[src/dpw_pkg.sv]
// Shared types, register codes, reset values and the divide-by-125 helper
// for the depth pixel back-projection pipeline. No dependencies.
package dpw_pkg;

  // camera-space widths
  localparam int CAM_W  = 36;   // signed Q20.16 camera x/y
  localparam int CAMZ_W = 23;   // unsigned Q7.16 camera z

  localparam logic [47:0] ROT_ROW0_RST  = 48'h4000_0000_0000;
  localparam logic [47:0] ROT_ROW1_RST  = 48'h0000_4000_0000;
  localparam logic [47:0] ROT_ROW2_RST  = 48'h0000_0000_4000;
  localparam logic [31:0] PRINC_PT_RST  = 32'h1458_0FD8;       // cx 325.5, cy 253.5
  localparam logic [47:0] FOCAL_RCP_RST = 48'h007E84_007E46;   // 1/518, 1/519

  // (x * ceil(2^36/125)) >> 36 equals floor(x/125) for x < 2^32
  localparam logic [29:0] DIV125_MUL = 30'd549755814;
  localparam logic [58:0] XY_ROUND_BIAS = 59'd2048000;         // half of 4096000
  localparam logic [31:0] Z_ROUND_BIAS = 32'd500;

  typedef enum logic [2:0] {
    REG_ROT_ROW0,
    REG_ROT_ROW1,
    REG_ROT_ROW2,
    REG_TRANS_X,
    REG_TRANS_Y,
    REG_TRANS_Z,
    REG_PRINC_PT,
    REG_FOCAL_RCP
  } cfg_reg_e;

  typedef struct packed {
    logic [11:0] col;
    logic [11:0] row;
    logic [15:0] depth_raw;
    logic [7:0]  blue_in;
    logic [7:0]  green_in;
    logic [7:0]  red_in;
  } in_item_t;

  typedef struct packed {
    logic signed [31:0] world_x;
    logic signed [31:0] world_y;
    logic signed [31:0] world_z;
    logic [7:0]         blue_out;
    logic [7:0]         green_out;
    logic [7:0]         red_out;
  } out_item_t;

  typedef struct packed {
    logic [47:0]        rot_row0;
    logic [47:0]        rot_row1;
    logic [47:0]        rot_row2;
    logic signed [31:0] trans_x;
    logic signed [31:0] trans_y;
    logic signed [31:0] trans_z;
    logic [15:0]        cx;
    logic [15:0]        cy;
    logic [23:0]        rfx;
    logic [23:0]        rfy;
  } cfg_t;

  typedef struct packed {
    logic [7:0] blue;
    logic [7:0] green;
    logic [7:0] red;
  } color_t;

  typedef struct packed {
    logic signed [CAM_W-1:0] cam_x;
    logic signed [CAM_W-1:0] cam_y;
    logic [CAMZ_W-1:0]       cam_z;
    color_t                  color;
  } cam_point_t;

  // floor(n / 125) for n < 2^29
  function automatic logic [22:0] div125(input logic [28:0] n);
    logic [58:0] p;
    p = 59'(n) * 59'(DIV125_MUL);
    return p[58:36];
  endfunction

endpackage

[src/dpw_cfg_regs.sv]
// Configuration register file for the back-projection pipeline.
// Depends on dpw_pkg (register codes, reset values, cfg_t).
module dpw_cfg_regs (
  input  logic              clk,
  input  logic              rst_n,
  input  logic              cfg_valid,
  output logic              cfg_ready,
  input  logic [2:0]        cfg_index,
  input  logic [47:0]       cfg_data,
  output dpw_pkg::cfg_t     cfg
);

  logic [47:0] rot0_r, rot0_nxt;
  logic [47:0] rot1_r, rot1_nxt;
  logic [47:0] rot2_r, rot2_nxt;
  logic [31:0] tx_r, tx_nxt;
  logic [31:0] ty_r, ty_nxt;
  logic [31:0] tz_r, tz_nxt;
  logic [31:0] pp_r, pp_nxt;
  logic [47:0] fr_r, fr_nxt;

  assign cfg_ready = 1'b1;

  always_comb begin
    rot0_nxt = rot0_r;
    rot1_nxt = rot1_r;
    rot2_nxt = rot2_r;
    tx_nxt   = tx_r;
    ty_nxt   = ty_r;
    tz_nxt   = tz_r;
    pp_nxt   = pp_r;
    fr_nxt   = fr_r;
    if (cfg_valid && cfg_ready) begin
      unique case (dpw_pkg::cfg_reg_e'(cfg_index))
        dpw_pkg::REG_ROT_ROW0:  rot0_nxt = cfg_data;
        dpw_pkg::REG_ROT_ROW1:  rot1_nxt = cfg_data;
        dpw_pkg::REG_ROT_ROW2:  rot2_nxt = cfg_data;
        dpw_pkg::REG_TRANS_X:   tx_nxt   = cfg_data[31:0];
        dpw_pkg::REG_TRANS_Y:   ty_nxt   = cfg_data[31:0];
        dpw_pkg::REG_TRANS_Z:   tz_nxt   = cfg_data[31:0];
        dpw_pkg::REG_PRINC_PT:  pp_nxt   = cfg_data[31:0];
        dpw_pkg::REG_FOCAL_RCP: fr_nxt   = cfg_data;
      endcase
    end
  end

  always_ff @(posedge clk) begin
    if (!rst_n) begin
      rot0_r <= dpw_pkg::ROT_ROW0_RST;
      rot1_r <= dpw_pkg::ROT_ROW1_RST;
      rot2_r <= dpw_pkg::ROT_ROW2_RST;
      tx_r   <= '0;
      ty_r   <= '0;
      tz_r   <= '0;
      pp_r   <= dpw_pkg::PRINC_PT_RST;
      fr_r   <= dpw_pkg::FOCAL_RCP_RST;
    end else begin
      rot0_r <= rot0_nxt;
      rot1_r <= rot1_nxt;
      rot2_r <= rot2_nxt;
      tx_r   <= tx_nxt;
      ty_r   <= ty_nxt;
      tz_r   <= tz_nxt;
      pp_r   <= pp_nxt;
      fr_r   <= fr_nxt;
    end
  end

  always_comb begin
    cfg.rot_row0 = rot0_r;
    cfg.rot_row1 = rot1_r;
    cfg.rot_row2 = rot2_r;
    cfg.trans_x  = $signed(tx_r);
    cfg.trans_y  = $signed(ty_r);
    cfg.trans_z  = $signed(tz_r);
    cfg.cx       = pp_r[31:16];
    cfg.cy       = pp_r[15:0];
    cfg.rfx      = fr_r[47:24];
    cfg.rfy      = fr_r[23:0];
  end

endmodule

[config.mk]
export PLATFORM = sky130hd
export DESIGN_NAME = dpw_cfg_regs
export DESIGN_NICKNAME = d
export VERILOG_FILES = /design/src/dpw_pkg.sv /design/src/dpw_cfg_regs.sv
export SDC_FILE = /design/constraint.sdc
export NUM_CORES = 1
export LEC_CHECK = 0
export BUFFER_PORTS_ARGS = -buffer_cell sky130_fd_sc_hd__buf_2
export CORE_AREA = 2 2 156 158
export DETAILED_ROUTE_END_ITERATION = 8
export DIE_AREA = 0 0 158 160
export PLACE_DENSITY = 0.79
export SYNTH_ARGS = -nofsm -noshare
export SYNTH_HDL_FRONTEND = slang
export SYNTH_SLANG_ARGS = --single-unit
[constraint.sdc]
create_clock -name clk -period 1.7 [get_ports clk]
set_input_delay 0.17 -clock clk [delete_from_list [all_inputs] [get_ports clk]]
set_output_delay 0.17 -clock clk [all_outputs]
set_load 0.02 [all_outputs]
=== After elaboration in Yosys (flattened, before gate mapping) ===
Index checks and enable logic that the tools add are counted.
Widths: inputs -> output; s select.

* Output and inout port bits: 321
* Flip-flop bits (word level): 320
* Logic and storage cells: 24

* Reduce and logical (&&, ||, !) cells: 9
* Equality and inequality tests: 7

{| class="wikitable"
|+ Operators with widths
! kind !! count
|-
| $reduce_and 2->1 || 8
|-
| $eq 3x3->1 const B || 4
|-
| $eq 3x2->1 const B || 2
|-
| $eq 3x1->1 const B || 1
|-
| $logic_not 3->1 || 1
|}

=== Logic depth before layout (Yosys ltp) ===
Gate-level depths: netlist (run 1).

* Depth in word-level cells: 2
* Depth in mapped cells: 6

=== Worst setup path before layout (run 1) ===
OpenSTA, ideal clock, no wires.

* Kind: input port to flip-flop
* Start point: input cfg_index[0]
* End point: register rot0_r[18]
* Stages on the path: 5
* Library setup time: 0.072 ns
* Slack: 0.469 ns
* Data required time: 1.628 ns
* Arrival: 1.159 ns
* Path buffers: 3
* Cells stage by stage: buf_2 nor4b_4 buf_6 buf_8 mux2i_1

* Longest elaborated chain between the ends: 2

{| class="wikitable"
|+ RTL lines
! item !! RTL line !! text
|-
| from (decl) || dpw_cfg_regs.sv:8 || <nowiki>input logic [2:0] cfg_index,</nowiki>
|-
| $logic_not 3->1 || dpw_cfg_regs.sv:34 || <nowiki>unique case (dpw_pkg::cfg_reg_e'(cfg_index))</nowiki>
|-
| $reduce_and 2->1 (no line) || - ||
|-
| to (signal assigned) || dpw_cfg_regs.sv:49 || <nowiki>rot0_r <= dpw_pkg::ROT_ROW0_RST;</nowiki>
|-
| to (signal assigned) || dpw_cfg_regs.sv:58 || <nowiki>rot0_r <= rot0_nxt;</nowiki>
|-
| to (decl) || dpw_cfg_regs.sv:13 || <nowiki>logic [47:0] rot0_r, rot0_nxt;</nowiki>
|}

No other way between the ends.
A chain may end at the register's enable or synchronous reset.

=== Worst setup path after layout (run 1) ===
* Start point: register pp_r[25]
* End point: output cfg[73] in the netlist's numbering

{| class="wikitable"
|+ RTL lines
! item !! RTL line !! text
|-
| from (decl) || dpw_cfg_regs.sv:19 || <nowiki>logic [31:0] pp_r, pp_nxt;</nowiki>
|-
| from (signal assigned) || dpw_cfg_regs.sv:55 || <nowiki>pp_r <= dpw_pkg::PRINC_PT_RST;</nowiki>
|-
| from (signal assigned) || dpw_cfg_regs.sv:64 || <nowiki>pp_r <= pp_nxt;</nowiki>
|-
| to (decl) || dpw_cfg_regs.sv:10 || <nowiki>output dpw_pkg::cfg_t cfg</nowiki>
|}

No word-level cell between the ends.

==> qor.txt, run 1 <==
Layout cells sized above 1 - 30.3%
Synth async-reset ratio - 0%
Initial Util - 49.6%
Core Box Area - 23800 µm²
Maximum buffer depth of the clock tree - 3
Reg2reg start - rot1_r[4]
Synth Flop Type - dfxtp_1
CP arrival - 1.07 ns
Fin util - 65.3%
Synth warnings - 0
Synth cell count leaders - nand2_1 (335), dfxtp_1 (320), mux2i_1 (320)
First-pass GRT wire length - 50.0 mm
CTS Buf Count - 34
Largest net degree at the start of global routing - 52
Antenna-violating nets left - 0
Post_cts resized - 0
Die height - 160 µm
Syn Area/Cell - 10.5 µm²
VDD IR-drop max - 0.637 mV
DP Cell Count - 1775
Final Hold Vio Count - 0
Vias per cell - 5.04
Buf+Inv Stages, Crit Path - 1
F_max - 808 MHz
Power Total - 16.3 mW
Crit-path cells - buf_2
First-pass DRT Iterations - 5
Mapped Nets - 1185
Reg2Reg Depth - 2
Max incr delay on CP - 0.39 ns
Post-synth EDFFs - 0
Crit-path leading delay family - flip-flops
Minimum clock period - 1.24 ns
CTS tree - built
Worst Setup Start Kind - flip-flop
Drt wl/cell - 17.6 µm
Ant. Diodes - 0
Vias in the first global route - 9315
Clk slew on worst S/H paths - 0.06 ns
Placement Rows - 57
RSZ-0062 raised after global routing - false
Total Routing Usage GR - 25.1%
Clock latency at the later pin of the worst-skew pair - 0.49 ns
Crit. path cell count - 1
Placed inst area - 14100 µm²
IO buf count - 373
CP max stage cell - dfxtp_1
Die area - 25300 µm²
Status - completed
Setup Crit Path Kind - reg -> out
Crit path from - pp_r[25]
Hold Crit Depth - 3
Top-count cell post-synth - nand2_1
Post-synth top area cell - dfxtp_1
Root buffer cell - clkbuf_16
CP max FO - 2
Hold Path End - rot1_r[40]
Hold Path Class - in -> reg
Starting DRT DRC Count - 513
H-tree levels - 2
Synthesized cell area - 11800 µm²
Top-area cell type share of the netlist area - 54.2%
R2r setup slk - 1.01 ns
Power Density - 1050 nW/µm²
Setup violators final - 0
Hold_sp - cfg_data[40]
GPL Wtd Cong - 0.816
Initial antenna violation count - 0
Total grt overflow - 0
Nets@finish - 1570
Setup_tns - 0 ns
Drt drc - 0
Critical Path RT - 1.53 ns
DR vias - 9394
FF-to-FF End - rot1_r[4]
Sequential fraction of the synthesis area - 54.2%
Post-DP HPWL - 22.1 mm
Die Wd - 158 µm
Pins Over Slew Limit - 0
Period utilization - 72.8%
Max-cap violations - 0
Post-CTS Setup Bufs - 0
Element type at the critical path end - primary output
P&R area growth vs syn - 31.6%
Non-Filler Instances - 1864
Top post-synthesis cells by area - dfxtp_1 (54%), mux2i_1 (27%), nand2_1 (11%)
Number of distinct library cells after synthesis - 17
Final instance area - 15600 µm²
Num ports - 375
Leakage power - 8.34 nW
Post-Syn Instances - 1131
Final Skew - 0 ns
TritonCTS Sinks - 320
Post-synthesis register bit count - 320
Post-Route WL - 32.7 mm
## routing by layer
metal	GRT usage [%]	part of all wire, %	vias up	routed length, µm
met5	0	0	-	0
met4	10.6	4.1	0	1350
met3	6.24	7.4	95	2410
met2	41.9	47	371	15400
met1	30.8	41	4434	13500
li1	-	-	4494	-
## sequential cells by signal, summed over array words and instances (netlist names)
name / flops
pp_r: 32
fr_r: 48
rot2_r: 48
rot0_r: 48
tx_r: 32
rot1_r: 48
tz_r: 32
ty_r: 32
## layout by cell type (no fill, tap or decap), drive strengths merged
cell type,synthesis,layout
buf,50,405
nand2,335,335
mux2i,320,320
dfxtp,320,320
nor2b,60,60
clkbuf,35,49
dlygate4sd3,0,29
clkinv,0,9
nand4bb,3,3
nand4b,3,3
clkinvlp,0,2
nor4b,1,1
and4b,1,1
nand4,1,1
and4,1,1
conb,1,1
## worst max path at each step
stage	slack (ns)	end
6_report	0.46	cfg[73]
5_1_grt	0.43	cfg[73]
4_1_cts	0.44	cfg[73]
3_5_place_dp	0.26	rot0_r[22]
3_3_place_gp	0.33	rot0_r[28]
2_1_floorplan	0.47	rot0_r[18]
## per-stage QoR
step / hold slack (ns) / setup slack, ns
finish: 0.0207 / 0.462
global route: 0.0225 / 0.432
CTS: 0.000207 / 0.445
detailed placement: 0.444 / 0.260
global placement: 0.434 / 0.331
floorplan: 0.330 / 0.469
## power breakdown
group,total [mW],internal [mW],switching [mW]
logic,1.29,0.483,0.806
clock network,7.31,4.35,2.96
registers,7.75,7.67,0.0819
total,16.3,12.5,3.85
## timing repair
action / 4_1_cts / 5_1_grt
hold buffers: 29 / 0
hold endpoints to repair: 57 / 0
endpoints found under the setup margin: 0 / 0
## area by class of cell
type                            instances  area [µm²]
Fill cell                            1937        8260
Clock buffer                           49        1060
Tap cell                              324         405
Sequential cell                       320        6410
Timing Repair Buffer                  434        2620
Clock inverter                         11        67.6
Multi-Input combinational cell        726        5000
## kinds of logic after synthesis
| logic type | count (synthesis) | synth area share [%] |
|---|---|---|
| flip-flops | 320 | 54.2 |
| multiplexers | 320 | 27.1 |
| other | 1 | 0.0317 |
| buffers and inverters | 85 | 3.97 |
| AND/OR/NAND/NOR | 405 | 14.7 |
Power figures use the tool's default switching activity.
==> run 2: changes to the inputs <==
- CORE_AREA: 2 2 156 158 -> 2 2 164 166
- DIE_AREA: 0 0 158 160 -> 0 0 166 168
- PLACE_DENSITY: 0.79 -> 0.75
- clock period: 1.7 -> 1.1 ns (I/O delays scaled with it)
==> run 2 against run 1 <==
- the run now ends with negative setup slack left
- clock-buffer cell count decreased by 7
- final cell count increased by 8.6%
- setup slack got worse by 0.54 ns
- core utilization increased by 7.2 points
- sequential power increased by 56%
- total power increased by 57%
- global-route usage increased by 1.9 points
- design area increased by 23%
==> qor.txt, run 2 (synthesized netlist as in run 1, its figures left out) <==
CP max stage cell - dfxtp_2
Final Hold Vio Count - 0 (unchanged)
CTS tree - built
Sw Ratio - 24.5% (+0.97 points)
Fill count - 1600 (-17%)
CTS Buf Count - 31 (-8.8%)
Drt wl/cell - 20.5 µm (+17%)
Starting DRT DRC Count - 672 (+31%)
Setup violators final - 318 (+318)
Place WS - -0.192 ns (-0.452 ns)
Final Skew - 0 ns (unchanged)
Total Routing Usage GR - 27.0% (+1.9 points)
Num ports - 375 (unchanged)
Commonest non-fill, non-tap cell in the layout - nand2_1
Vias in the first global route - 10700 (+15%)
Total grt overflow - 0 (unchanged)
Critical Path RT - 0.99 ns (-0.54 ns)
GPL Wtd Cong - 0.822 (+0.71%)
Pins Over Slew Limit - 0 (unchanged)
Core Box Area - 26400 µm² (+11%)
F_max - 851 MHz
Die height - 168 µm (+5.0%)
Post-DP HPWL - 23.6 mm (+6.8%)
Placement Rows - 60 (+5.3%)
Worst Setup Start Kind - flip-flop
Hold Path Class - in -> reg
P_int - 19.4 mW (+55%)
Buf+Inv Stages, Crit Path - 1 (unchanged)
Initial Util - 44.9% (-4.8 points)
Final instance area - 19100 µm² (+23%)
Max incr delay on CP - 0.37 ns (-0.02 ns)
Ant. Diodes - 0 (unchanged)
Maximum buffer depth of the clock tree - 3 (unchanged)
Crit path from - tz_r[23]
Status - finished, violations left
Crit-path cells - buf_6
Power Density - 1340 nW/µm² (+28%)
Fin util - 72.6% (+7.2 points)
Period utilization - 107%
CP arrival - 1.07 ns (about the same)
DR vias - 10473 (+11%)
Seq pwr share - 47.1% (-0.3 points)
Layout cells sized above 1 - 54.3% (+24 points)
Commonest cells after routing, fill and taps aside - nand2_1 (335), mux2i_1 (320), buf_6 (320)
IO buf count - 373 (unchanged)
Switch Pwr - 6.29 mW (+63%)
Final WS setup - -0.0753 ns (-0.537 ns)
Hold_sp - cfg_index[0]
P&R area growth vs syn - 61.7%
First-pass DRT Iterations - 5 (unchanged)
H-tree levels - 1 (-1)
Clk slew on worst S/H paths - 0.07 ns (about the same)
Die area - 27900 µm² (+10%)
VDD IR-drop max - 1.26 mV (+98%)
Antenna-violating nets left - 0 (unchanged)
Violated checks - negative setup slack
Clock power frac - 42.7% (-2.0 points)
Reg2reg start - tx_r[8]
Clock latency at the later pin of the worst-skew pair - 0.57 ns (+0.08 ns)
Largest net degree at the start of global routing - 46 (-12%)
Leakage power - 9.51 nW (+14%)
First-pass GRT wire length - 60.4 mm (+21%)
Combinational fraction of design power - 10.2% (+2.3 points)
RSZ-0062 raised after global routing - true
CP max FO - 2 (unchanged)
Root buffer cell - clkbuf_16
Drt drc - 0 (unchanged)
Min Hold Slack - 0.0214 ns (+0.000770 ns)
Max-cap violations - 0 (unchanged)
Placed inst area - 14500 µm² (+2.4%)
Minimum clock period - 1.18 ns
Nets@finish - 1714 (+9.2%)
Die Wd - 166 µm (+5.1%)
Vias per cell - 5.17 (+2.6%)
Crit-path leading delay family - flip-flops
Post-Route WL - 41.5 mm (+27%)
Element type at the critical path end - primary output
TritonCTS Sinks - 320 (unchanged)
Setup Crit Path Kind - reg -> out
Initial antenna violation count - 0 (unchanged)
[run 2: cell type report]
| type | instances | area, µm² | share of cell area (%) |
|---|---|---|---|
| repair buffers | 581 | 5840 | 30.5 |
| flip-flops and latches | 320 | 6810 | 35.6 |
| multi-input cells | 726 | 5000 | 26.1 |
| clock inverters | 15 | 139 | 0.726 |
| well taps | 341 | 427 | 2.23 |
| clock buffers | 42 | 907 | 4.74 |
[run 2: per-layer routing]
layer / vias up / global-route usage (%) / part of all wire, % / wire, µm
li1: 4778 / - / - / -
met1: 5094 / 30.9 / 38 / 15900
met2: 473 / 48.5 / 50 / 21000
met3: 128 / 6.42 / 6.7 / 2780
met4: 0 / 11.4 / 4.6 / 1920
met5: - / 0 / 0 / 0
[run 2: worst paths after layout]
path,end,slack [ns],depth (start not counted)
setup / recovery,cfg[103],-0.08,1
setup reg to reg,tx_r[8],0.24,4
hold reg to reg,tz_r[0],0.46,2
hold / removal,rot1_r[1],0.02,3
[run 2: timing repair]
item,CTS,global route
hold buffers,45,0
resized for setup,960,1
pin swaps,0,0
setup buffers,32,67
endpoints found under the setup margin,320,320
endpoints found under the hold margin,188,0
[run 2: power by group through the flow]
stage               registers (mW)  clock network, mW  logic, mW
detailed placement            12.2                  0       2.01
global placement              12.2                  0       1.98
CTS                           12.1               10.9       2.47
global route                  12.1               11.5       2.74
finish                        12.1               10.9       2.62
floorplan                     12.5                  0      0.855
[run 2: through the flow]
stage / std cells / total power, mW / TNS (ns)
after floorplan: 1131 / 13.4 / -0.458
after global placement: 1824 / 14.2 / -10.52
after detailed placement: 1824 / 14.2 / -14.98
after CTS: 1958 / 25.5 / -13.40
after global routing: 2025 / 26.3 / -18.89
final: 2025 / 25.7 / -9.17
